==> src/cas_pkg.sv <==
`timescale 1ns / 1ps
// ----------------------------------------------------------------------------
// cas_pkg
// Shared types, constants and helpers of the command-line argument splitter.
// ----------------------------------------------------------------------------
package cas_pkg;

  localparam int unsigned RUN_W  = 5;
  localparam int unsigned CHAR_W = 8;
  localparam int unsigned NUM_W  = 8;

  localparam logic [RUN_W-1:0] SLASH_MAX = 5'd31;
  localparam logic [NUM_W-1:0] ARG_MAX   = 8'd255;

  localparam logic [CHAR_W-1:0] CH_NUL    = 8'h00;
  localparam logic [CHAR_W-1:0] CH_BSLASH = 8'h5C;
  localparam logic [CHAR_W-1:0] CH_QUOTE  = 8'h22;
  localparam logic [CHAR_W-1:0] CH_SPACE  = 8'h20;
  localparam logic [CHAR_W-1:0] CH_TAB    = 8'h09;

  // Command queue between the classifier and the result generator.
  localparam int unsigned QDEPTH = 4;
  localparam int unsigned QPTR_W = 2;
  localparam int unsigned QCNT_W = 3;

  typedef enum logic [1:0] {
    K_CHAR   = 2'd0,
    K_ARGEND = 2'd1,
    K_STREND = 2'd2
  } kind_e;

  // One classified input item: a run of held backslashes, then up to two
  // further results.
  typedef struct packed {
    logic [RUN_W-1:0]  nbs;
    logic [NUM_W-1:0]  idx;
    logic              t0_v;
    kind_e             t0_kind;
    logic [CHAR_W-1:0] t0_char;
    logic              t1_v;
    logic [NUM_W-1:0]  t1_num;
  } cmd_t;

  function automatic logic [NUM_W-1:0] cur_index(input logic [NUM_W-1:0] cnt);
    cur_index = (cnt == '0) ? '0 : cnt - 1'b1;
  endfunction

endpackage

==> src/cas_front.sv <==
`timescale 1ns / 1ps
// ----------------------------------------------------------------------------
// cas_front
// Classifies each input byte against the quoting state and queues a command.
// ----------------------------------------------------------------------------
module cas_front (
  input  logic                clk_i,
  input  logic                rst_ni,
  input  logic                accept_i,
  input  logic [7:0]          ch_i,
  output logic                cmd_push_o,
  output cas_pkg::cmd_t       cmd_o
);
  import cas_pkg::*;

  logic             in_arg_q, in_arg_d;
  logic             quoting_q, quoting_d;
  logic             pending_q, pending_d;
  logic [RUN_W-1:0] run_q, run_d;
  logic [NUM_W-1:0] cnt_q, cnt_d;
  logic             quoting_eff;
  logic [NUM_W-1:0] cnt_begin;
  cmd_t             cmd;

  assign cnt_begin = in_arg_q ? cnt_q : ((cnt_q < ARG_MAX) ? cnt_q + 1'b1 : cnt_q);

  always_comb begin
    // A pending quote always ends quoting, whatever the byte is.
    quoting_eff = pending_q ? 1'b0 : quoting_q;
    in_arg_d    = in_arg_q;
    quoting_d   = quoting_eff;
    pending_d   = 1'b0;
    run_d       = run_q;
    cnt_d       = cnt_q;
    cmd         = '0;
    cmd.t0_kind = K_CHAR;
    if (pending_q && ch_i == CH_QUOTE) begin
      cmd.t0_v    = 1'b1;
      cmd.t0_char = CH_QUOTE;
      cmd.idx     = cur_index(cnt_q);
    end else if (ch_i == CH_NUL) begin
      cmd.nbs     = run_q;
      cmd.idx     = cur_index(cnt_q);
      cmd.t0_v    = in_arg_q;
      cmd.t0_kind = K_ARGEND;
      cmd.t1_v    = 1'b1;
      cmd.t1_num  = cnt_q;
      in_arg_d    = 1'b0;
      quoting_d   = 1'b0;
      run_d       = '0;
      cnt_d       = '0;
    end else if (ch_i == CH_BSLASH) begin
      in_arg_d = 1'b1;
      cnt_d    = cnt_begin;
      if (run_q < SLASH_MAX) begin
        run_d = run_q + 1'b1;
      end
    end else if (ch_i == CH_QUOTE) begin
      in_arg_d = 1'b1;
      cnt_d    = cnt_begin;
      cmd.nbs  = run_q >> 1;
      cmd.idx  = cur_index(cnt_begin);
      run_d    = '0;
      if (run_q[0]) begin
        cmd.t0_v    = 1'b1;
        cmd.t0_char = CH_QUOTE;
      end else if (quoting_eff) begin
        pending_d = 1'b1;
      end else begin
        quoting_d = 1'b1;
      end
    end else if ((ch_i == CH_SPACE || ch_i == CH_TAB) && !quoting_eff) begin
      cmd.nbs     = run_q;
      cmd.idx     = cur_index(cnt_q);
      cmd.t0_v    = in_arg_q;
      cmd.t0_kind = K_ARGEND;
      in_arg_d    = 1'b0;
      run_d       = '0;
    end else begin
      in_arg_d    = 1'b1;
      cnt_d       = cnt_begin;
      cmd.nbs     = run_q;
      cmd.idx     = cur_index(cnt_begin);
      cmd.t0_v    = 1'b1;
      cmd.t0_char = ch_i;
      run_d       = '0;
    end
  end

  assign cmd_o      = cmd;
  assign cmd_push_o = accept_i && (cmd.nbs != '0 || cmd.t0_v || cmd.t1_v);

  always_ff @(posedge clk_i or negedge rst_ni) begin
    if (!rst_ni) begin
      in_arg_q  <= 1'b0;
      quoting_q <= 1'b0;
      pending_q <= 1'b0;
      run_q     <= '0;
      cnt_q     <= '0;
    end else if (accept_i) begin
      in_arg_q  <= in_arg_d;
      quoting_q <= quoting_d;
      pending_q <= pending_d;
      run_q     <= run_d;
      cnt_q     <= cnt_d;
    end
  end

endmodule

==> src/cas_queue.sv <==
`timescale 1ns / 1ps
// ----------------------------------------------------------------------------
// cas_queue
// Short command queue decoupling the classifier from the result generator.
// ----------------------------------------------------------------------------
module cas_queue (
  input  logic                clk_i,
  input  logic                rst_ni,
  input  logic                push_i,
  input  cas_pkg::cmd_t       data_i,
  output logic                full_o,
  input  logic                pop_i,
  output cas_pkg::cmd_t       head_o,
  output logic                empty_o
);
  import cas_pkg::*;

  cmd_t              mem_q [QDEPTH];
  logic [QPTR_W-1:0] wptr_q, rptr_q;
  logic [QCNT_W-1:0] cnt_q;

  assign full_o  = (cnt_q == QCNT_W'(QDEPTH));
  assign empty_o = (cnt_q == '0);
  assign head_o  = mem_q[rptr_q];

  always_ff @(posedge clk_i) begin
    if (push_i) begin
      mem_q[wptr_q] <= data_i;
    end
  end

  always_ff @(posedge clk_i or negedge rst_ni) begin
    if (!rst_ni) begin
      wptr_q <= '0;
      rptr_q <= '0;
      cnt_q  <= '0;
    end else begin
      if (push_i) begin
        wptr_q <= wptr_q + 1'b1;
      end
      if (pop_i) begin
        rptr_q <= rptr_q + 1'b1;
      end
      if (push_i && !pop_i) begin
        cnt_q <= cnt_q + 1'b1;
      end else if (pop_i && !push_i) begin
        cnt_q <= cnt_q - 1'b1;
      end
    end
  end

endmodule

==> src/cas_back.sv <==
`timescale 1ns / 1ps
// ----------------------------------------------------------------------------
// cas_back
// Expands queued commands into result items in an output register, one per
// cycle while that register is empty or being popped.
// ----------------------------------------------------------------------------
module cas_back (
  input  logic                clk_i,
  input  logic                rst_ni,
  input  cas_pkg::cmd_t       head_i,
  input  logic                head_empty_i,
  output logic                head_pop_o,
  output logic                empty_o,
  input  logic                pop_i,
  output logic [1:0]          kind_o,
  output logic [7:0]          out_char_o,
  output logic [7:0]          arg_number_o,
  output logic                last_o
);
  import cas_pkg::*;

  logic              out_v_q;
  kind_e             kind_q, kind_d;
  logic [CHAR_W-1:0] char_q, char_d;
  logic [NUM_W-1:0]  num_q, num_d;
  logic              last_q, last_d;
  logic [RUN_W-1:0]  bs_done_q;
  logic              t0_done_q;
  logic              take;
  logic              in_bs;
  logic              in_t0;

  assign take  = !head_empty_i && (!out_v_q || pop_i);
  assign in_bs = (bs_done_q < head_i.nbs);
  assign in_t0 = !in_bs && head_i.t0_v && !t0_done_q;

  always_comb begin
    if (in_bs) begin
      kind_d = K_CHAR;
      char_d = CH_BSLASH;
      num_d  = head_i.idx;
      last_d = (bs_done_q + 1'b1 == head_i.nbs) && !head_i.t0_v && !head_i.t1_v;
    end else if (in_t0) begin
      kind_d = head_i.t0_kind;
      char_d = head_i.t0_char;
      num_d  = head_i.idx;
      last_d = !head_i.t1_v;
    end else begin
      kind_d = K_STREND;
      char_d = '0;
      num_d  = head_i.t1_num;
      last_d = 1'b1;
    end
  end

  assign head_pop_o = take && last_d;

  always_ff @(posedge clk_i) begin
    if (take) begin
      kind_q <= kind_d;
      char_q <= char_d;
      num_q  <= num_d;
      last_q <= last_d;
    end
  end

  always_ff @(posedge clk_i or negedge rst_ni) begin
    if (!rst_ni) begin
      out_v_q   <= 1'b0;
      bs_done_q <= '0;
      t0_done_q <= 1'b0;
    end else begin
      if (take) begin
        out_v_q <= 1'b1;
      end else if (pop_i) begin
        out_v_q <= 1'b0;
      end
      if (take) begin
        if (last_d) begin
          bs_done_q <= '0;
          t0_done_q <= 1'b0;
        end else if (in_bs) begin
          bs_done_q <= bs_done_q + 1'b1;
        end else begin
          t0_done_q <= 1'b1;
        end
      end
    end
  end

  assign empty_o      = !out_v_q;
  assign kind_o       = kind_q;
  assign out_char_o   = char_q;
  assign arg_number_o = num_q;
  assign last_o       = last_q;

endmodule

==> src/command_line_argument_splitter_top.sv <==
`timescale 1ns / 1ps
// ----------------------------------------------------------------------------
// command_line_argument_splitter_top
// Splits a command-line string, one byte per item, into characters,
// argument ends and a string end.
// ----------------------------------------------------------------------------
// The splitter takes one byte per cycle whenever full is low; each byte is
// classified in the cycle it is accepted and the results it causes are
// queued as one command in a four-entry queue. The result side drains one
// result per cycle from the output register while pop is high, and a byte
// can cause up to 33 results (a released backslash run followed by further
// results); the queue absorbs such bursts and full rises only once four
// commands wait. A byte that causes no result is never queued. When the queue
// and the output register are empty, the first result of a byte is written
// into the queue and then into the output register before it appears on the
// result ports.
module command_line_argument_splitter_top (
  input  logic       clk_i,
  input  logic       rst_ni,
  input  logic       push,
  output logic       full,
  input  logic [7:0] ch_i,
  output logic       empty,
  input  logic       pop,
  output logic [1:0] kind_o,
  output logic [7:0] out_char_o,
  output logic [7:0] arg_number_o,
  output logic       last_o
);
  import cas_pkg::*;

  logic accept;
  logic cmd_push;
  cmd_t cmd;
  cmd_t head;
  logic head_empty;
  logic head_pop;

  assign accept = push && !full;

  cas_front u_front (
    .clk_i      (clk_i),
    .rst_ni     (rst_ni),
    .accept_i   (accept),
    .ch_i       (ch_i),
    .cmd_push_o (cmd_push),
    .cmd_o      (cmd)
  );

  cas_queue u_queue (
    .clk_i   (clk_i),
    .rst_ni  (rst_ni),
    .push_i  (cmd_push),
    .data_i  (cmd),
    .full_o  (full),
    .pop_i   (head_pop),
    .head_o  (head),
    .empty_o (head_empty)
  );

  cas_back u_back (
    .clk_i        (clk_i),
    .rst_ni       (rst_ni),
    .head_i       (head),
    .head_empty_i (head_empty),
    .head_pop_o   (head_pop),
    .empty_o      (empty),
    .pop_i        (pop),
    .kind_o       (kind_o),
    .out_char_o   (out_char_o),
    .arg_number_o (arg_number_o),
    .last_o       (last_o)
  );

endmodule

==> config.mk <==
export PLATFORM = sky130hd
export DESIGN_NAME = command_line_argument_splitter_top
export DESIGN_NICKNAME = d
export VERILOG_FILES = /design/src/cas_pkg.sv /design/src/cas_front.sv /design/src/cas_queue.sv /design/src/cas_back.sv /design/src/command_line_argument_splitter_top.sv
export SDC_FILE = /design/constraint.sdc
export NUM_CORES = 1
export LEC_CHECK = 0
export BUFFER_PORTS_ARGS = -buffer_cell sky130_fd_sc_hd__buf_2
export CAP_MARGIN = 20
export CELL_PAD_IN_SITES_DETAIL_PLACEMENT = 1
export CELL_PAD_IN_SITES_GLOBAL_PLACEMENT = 1
export CORE_MARGIN = 2
export CORE_UTILIZATION = 54
export CTS_BUF_LIST = sky130_fd_sc_hd__clkbuf_4 sky130_fd_sc_hd__clkbuf_8
export DETAILED_ROUTE_END_ITERATION = 12
export PLACE_DENSITY = 0.92
export SKIP_CTS_REPAIR_TIMING = 1
export SYNTH_ARGS = -nofsm -noshare
export SYNTH_HDL_FRONTEND = slang
export SYNTH_SLANG_ARGS = --single-unit
==> constraint.sdc <==
create_clock -name clk_i -period 5.3 [get_ports clk_i]
set_clock_uncertainty 0.05 [all_clocks]
set_input_delay 0.265 -clock clk_i [delete_from_list [all_inputs] [get_ports clk_i]]
set_output_delay 0.265 -clock clk_i [all_outputs]
set_load 0.01 [all_outputs]
After elaboration in Yosys (flattened, before gate mapping). Memory sizes are Yosys's and may differ from the RTL's. Index checks and enable logic that the tools add are counted. W data, S select, Z words.

Bitwise operators: 2. $add $sub $neg: 9. Multiplexer cells: 60. $lt $le $gt $ge: 3. Equal/unequal tests: 9. Reductions and logical operators: 40.

Operators by type and width (number): $mux W8 (14); $mux W9 (4); $mux W5 (6); $mux W1 (26); $logic_not A8 Y1 (3); $mux W24 (1); $eq A8 B6 Y1 const B (2); $mux W16 (1); $sub A8 B1 Y8 const B (2); $mux W14 (1); $logic_and A1 B1 Y1 (12); $add A5 B1 Y5 const B (2); $logic_not A1 Y1 (10); $add A8 B1 Y8 const B (1); $eq A8 B4 Y1 const B (1); $eq A8 B7 Y1 const B (1); $lt A8 B8 Y1 const B (1); $mux W7 (1); $mux W2 (3); $mux W3 (2); $mux W6 (1); $reduce_and A2 Y1 (3); $reduce_and A3 Y1 (2); $reduce_bool A2 Y1 (3); other kinds (15) (20).

Input port bits: 12. Word-level logic and storage cells: 141. Bits in registers: 49. Memory bits (writable): 132. Memories kept: 1. Output and inout port bits: 21.

Memory list: u_queue.mem_q (words 4, width 33, rd ports 1, clocked after Yosys merged registers in 0, write ports 1, line cas_queue.sv:18) `cmd_t mem_q [QDEPTH];`.

Longest topological paths before layout.
Word-level depth: 18. Depth in mapped cells: 17.

Cells and area by module. Synthesis repeated with hierarchy kept, for this count alone.

Cells, all modules: 577. Area, all modules: 8580.7 um^2.

Modules (own cells, without submodules): cas_queue (times used 1, area an instance 5207.5 um^2, cells an instance 207, sequential area each 4139.0 um^2); cas_front (times used 1, area an instance 1931.9 um^2, cells an instance 256, sequential area each 400.4 um^2); cas_back (times used 1, area an instance 1427.6 um^2, cells an instance 113, sequential area each 745.7 um^2); command_line_argument_splitter_top (times used 1, area an instance 13.8 um^2, cells an instance 1, sequential area each 0.0 um^2).

Worst setup path after synthesis. OpenSTA, ideal clock, no wires.

Path type: register to register. From: register u_queue.rptr_q[0]. To: register u_queue.cnt_q[1]. Setup slack: 1267 ps. Cell stages (with the launch flop): 14. Period minus slack after synthesis: 4033 ps. Data required time: 5125 ps. Data arrival time: 3858 ps. Buffers on the path: 3. Path through: dfrtp_1 -> buf_2 -> buf_4 -> buf_1 -> mux4_2 -> ha_1 -> nor4_1 -> nand4_1 -> a21oi_2 -> inv_1 -> ha_1 -> inv_1 -> fa_1 -> mux2_2.

Longest elaborated chain between the ends: 11.

RTL lines: start: declaration (line cas_queue.sv:19) `logic [QPTR_W-1:0] wptr_q, rptr_q;`; start signal: assignment (line cas_queue.sv:42) `rptr_q <= rptr_q + 1'b1;`; $mem_v2 Z4 W33 (*); $lt A5 B5 Y1 (line cas_back.sv:34) `assign in_bs = (bs_done_q < head_i.nbs);`; $logic_not A1 Y1 (line cas_back.sv:35) `assign in_t0 = !in_bs && head_i.t0_v && !t0_done_q;`; $logic_and A1 B1 Y1 (2 in a row) (line cas_back.sv:35); $mux W1 (line cas_back.sv:43) `end else if (in_t0) begin`; $mux W1 (*) (line cas_back.sv:38) `if (in_bs) begin`; $logic_and A1 B1 Y1 (*) (line cas_back.sv:56) `assign head_pop_o = take && last_d;`; $logic_not A1 Y1 (line cas_queue.sv:44) `if (push_i && !pop_i) begin`; $logic_and A1 B1 Y1 (line cas_queue.sv:44); $mux W3 / $reduce_bool A2 Y1 (equally long branches); end signal: assignment (line cas_queue.sv:45) `cnt_q <= cnt_q + 1'b1;`; end signal: assignment (line cas_queue.sv:47) `cnt_q <= cnt_q - 1'b1;`; end: declaration (line cas_queue.sv:20) `logic [QCNT_W-1:0] cnt_q;`.

Mark *: on every way between the ends. The rest lies on a longest branch, timed or not. A chain may end at the register's enable or synchronous reset.

Worst setup path after layout.
From: register u_queue.rptr_q[1]. To: register u_queue.cnt_q[1].

Same word-level chain as after synthesis.

==> impl_metrics.csv <==
group,metric,value,unit
yosys,synth.area.top_cells,"sky130_fd_sc_hd__edfxtp_1, sky130_fd_sc_hd__dfrtp_1, sky130_fd_sc_hd__mux4_2, sky130_fd_sc_hd__ha_1, sky130_fd_sc_hd__o21ai_0",
power,power-per-cell-area,614,mW/mm2
timing,holdWs,0.132,ns
timing,transition_at_the_pin_with_the_smallest_max_transition_slack,0.987,ns
setup_path,cp.buffers_inverters,3,
layout,finalInstanceArea,0.00893,mm2
setup_path,crit_path_class,"flip-flop to flip-flop",
yosys,synth.largest_area_cell,"sky130_fd_sc_hd__edfxtp_1",
global_route,gr-usage-all-layers,28.6,%
detailed_routing,drt_iter0_drc,647,
setup_path,timing.reg2reg.setup_slack,0.87,ns
power,p_int,3410,uW
yosys,number_of_enable_type_register_cells_in_the_synthesized_netlist,147,
layout,diodes,0,
layout,layout.filler_cells,1386,
yosys,mappedNetlistNets,598,
placed_design,dp.cells,765,
die,floorplan.die.height,127,um
detailed_routing,drc,0,
timing,slew_violations,0,
min_path,holdPathEnd,"u_queue.mem_q[0][16]",
setup_path,critical_path_required,5.61,ns
setup_path,worstReg2RegEnd,"u_queue.cnt_q[1]",
setup_path,length_in_cells_of_the_worst_reg_to_reg_path,11,
setup_path,worstSetupStartpoint,"u_queue.rptr_q[1]",
die,area_enclosed_by_the_die_boundary,0.0161,mm2
yosys,yosys.cell_types.count,59,
setup_path,critical-path-max-stage-delay,0.61,ns
clock_tree,clock_sink_count,177,
global_route,grt_overflow,0,
yosys,synth_area,0.00814,mm2
global_route,grt_pass1_vias,5610,
yosys,syn-instance-count,568,
power,design_power_total,5490,uW
setup_path,cp_data_arrival_time,4.73,ns
setup_path,crit_start_category,"flip-flop",
layout,layout-drive-gt1-share,20.5,%
clock_tree,tritoncts.num_buffers,17,
setup_path,crit_slowest_cell,"sky130_fd_sc_hd__dfrtp_1",
timing,report.final.setup_viol,0,
clock_tree,clk_root_buffer_cell,"sky130_fd_sc_hd__clkbuf_8",
timing,rsz_0062_raised_after_global_routing,"false",
setup_path,critical-path-top-delay-family,"simple AND/OR/NAND/NOR gates",
placed_design,dpl_cell_area,0.00847,mm2
power,total_leakage_power,0.00324,uW
clock_tree,cts_tree,"done",
detailed_routing,detail_route.wirelength,21800,um
power,power.switching,2080,uW
yosys,synth.avg_cell_area,14.3,um2
detailed_routing,final_antenna_violating_net_count,0,
layout,area_growth,9.71,%
setup_path,critical_register_to_register_path_startpoint,"u_queue.rptr_q[1]",
setup_path,path_cells,"buf_4, mux4_2, ha_1, nor4_1, nand4_1, a21oi_2, inv_1, ha_1, inv_1, fa_1, mux2_2",
yosys,synthDominantCellAreaShare,54.2,%
power,sw_frac_of_total,37.9,%
die,placeable_core_region,0.0146,mm2
die,fp.dieW,127,um
timing,period_minus_slack,4.43,ns
min_path,min_delay_path_depth,1,
timing,timing.fmax,226,MHz
detailed_routing,via_total_after_detailed_routing,5317,
detailed_routing,drt_first_pass_iters,6,
yosys,postSynth.topFlopCell,"sky130_fd_sc_hd__edfxtp_1",
yosys,ys_ff_latch,177,
yosys,yosys_warnings,0,
layout,fin_nets,632,
timing,timing_hold_violations_final,0,
job,max_cap_violations,0,
power,power.combinational.fraction,38.5,%
detailed_routing,wire_per_inst,27.3,um
layout,count_of_placed_standard_cells_in_the_final_layout_fillers_left_out,799,
min_path,hold_path_startpoint,"ch_i[7]",
clock_tree,cts-htree-levels,4,
setup_path,worst_setup_path_end_kind,"flip-flop",
yosys,postSynth.asyncResetShare,16.9,%
die,io_pins,33,
timing,fin_crit_sh,83.5,%
global_route,grt_max_degree,33,
global_route,grt_pass1_wl,33900,um
die,start_util,55.6,%
min_path,hold_class,"input port to flip-flop",
clock_tree,clk_latency,0.48,ns
setup_path,crit_fanout,26,
timing,timing.setup.tns,0,ns
power,proportion_of_power_drawn_by_flip_flops_and_latches,42.3,%
detailed_routing,post_drt_via_cell_ratio,6.65,
clock_tree,clock_path_buffers,2,
power,clock_power_share,19.2,%
clock_tree,clk_pin_slew,0.11,ns
global_route,antenna_found_initial,0,
yosys,synth_seq_area_share,63.4,%
placed_design,dp.final_hpwl,13400,um
timing,max-slew-margin-rel,34.1,%
yosys,synthTopCellsByCount,"sky130_fd_sc_hd__edfxtp_1, sky130_fd_sc_hd__nand2_1, sky130_fd_sc_hd__mux4_2, sky130_fd_sc_hd__dfrtp_1",
placed_design,numPortBuffers,32,
power,worst_ir_drop_vdd,0.213,mV
yosys,synth_most_common_cell,"sky130_fd_sc_hd__edfxtp_1",
status,status,"finished clean",
placed_design,globalplace.congestion,0.843,
die,rows,44,
-- cell families (layout without fill, tap and decap cells) --
group | after synthesis | after routing | synth area share (%)
muxes | 47 | 47 | 10.8
AOI/OAI and AO/OA | 90 | 90 | 7.39
DFF | 177 | 177 | 63.4
adders and majority gates | 18 | 18 | 2.86
and+or+nand+nor | 162 | 162 | 10.6
buffers and inverters | 52 | 99 | 2.58
xor gates and xnor gates | 22 | 22 | 2.37
-- layout make-up --
cell class,instances,area [um2],share of cell area [%]
Clock buffer,18,241,2.70
Clock inverter,14,201,2.25
Inverter,27,101,1.13
Multi-Input combinational cell,339,2770,31.0
Sequential cell,177,5170,57.8
Tap cell,184,230,2.58
Timing Repair Buffer,40,225,2.52
-- worst max path at each step --
| stage | endpoint | slack [ns] | cells after the start |
|---|---|---|---|
| floorplan | u_queue.cnt_q[1] | 1.27 | 13 |
| finish | u_queue.cnt_q[1] | 0.87 | 11 |
| global placement | u_queue.cnt_q[1] | 1.53 | 11 |
| global route | u_queue.cnt_q[1] | 0.82 | 11 |
| detailed placement | u_queue.cnt_q[1] | 1.18 | 11 |
| CTS | u_queue.cnt_q[1] | 1.01 | 11 |
-- cell usage in the layout, fill, tap and decap left out, types with 5 or more instances in the layout --
cell type	Yosys	layout
sky130_fd_sc_hd__and2_1	20	20
sky130_fd_sc_hd__clkbuf_8	0	17
sky130_fd_sc_hd__and3_1	11	11
sky130_fd_sc_hd__xnor2_1	15	15
sky130_fd_sc_hd__mux4_2	31	31
sky130_fd_sc_hd__a21oi_1	18	18
sky130_fd_sc_hd__dfrtp_1	30	29
sky130_fd_sc_hd__o22ai_1	5	5
sky130_fd_sc_hd__edfxtp_1	147	147
sky130_fd_sc_hd__a21o_1	6	6
sky130_fd_sc_hd__nand4_1	16	16
sky130_fd_sc_hd__nand2_1	35	35
sky130_fd_sc_hd__nor2_1	26	26
sky130_fd_sc_hd__buf_2	3	32
sky130_fd_sc_hd__nor3_1	5	5
sky130_fd_sc_hd__o21ai_0	27	27
sky130_fd_sc_hd__buf_4	1	6
sky130_fd_sc_hd__mux2_2	11	11
sky130_fd_sc_hd__nand3_1	18	18
sky130_fd_sc_hd__inv_6	0	5
sky130_fd_sc_hd__nor2b_1	6	6
sky130_fd_sc_hd__ha_1	17	17
sky130_fd_sc_hd__xor2_1	7	7
sky130_fd_sc_hd__inv_1	27	27
-- power groups by stage --
stage	combinational [uW]	clock [uW]	sequential, uW
3_3_place_gp	1850	0	2270
5_1_grt	2270	1110	2360
3_5_place_dp	2010	0	2320
2_1_floorplan	1460	0	2210
4_1_cts	2090	1060	2310
6_report	2110	1060	2320
-- sequential cells by signal, indices dropped and copies added, names as in the netlist, 3 cells and up --
register and flops:
u_back.bs_done_q 5, u_queue.mem_q 128, u_back.arg_number_o 8, u_queue.cnt_q 3, u_back.out_char_o 8, u_front.run_q 5
u_front.cnt_q 8
-- per-stage QoR --
| stage | setup WS [ns] | utilization, % |
|---|---|---|
| final | 0.874 | 61.0 |
| after floorplan | 1.27 | - |
| after CTS | 1.01 | 60.9 |
| after global placement | 1.53 | 57.8 |
| after global routing | 0.824 | 61.0 |
| after detailed placement | 1.18 | 57.8 |
-- routing by layer --
layer | share of wire, % | vias up | routed length, um | track usage [%]
met3 | 7.4 | 67 | 1610 | 6.83
met5 | 0 | - | 0 | 0
li1 | - | 2235 | - | -
met4 | 3.2 | 0 | 700 | 10.9
met2 | 51 | 313 | 11100 | 47.6
met1 | 39 | 2702 | 8470 | 37.1
(Power assumes the default switching activity.)
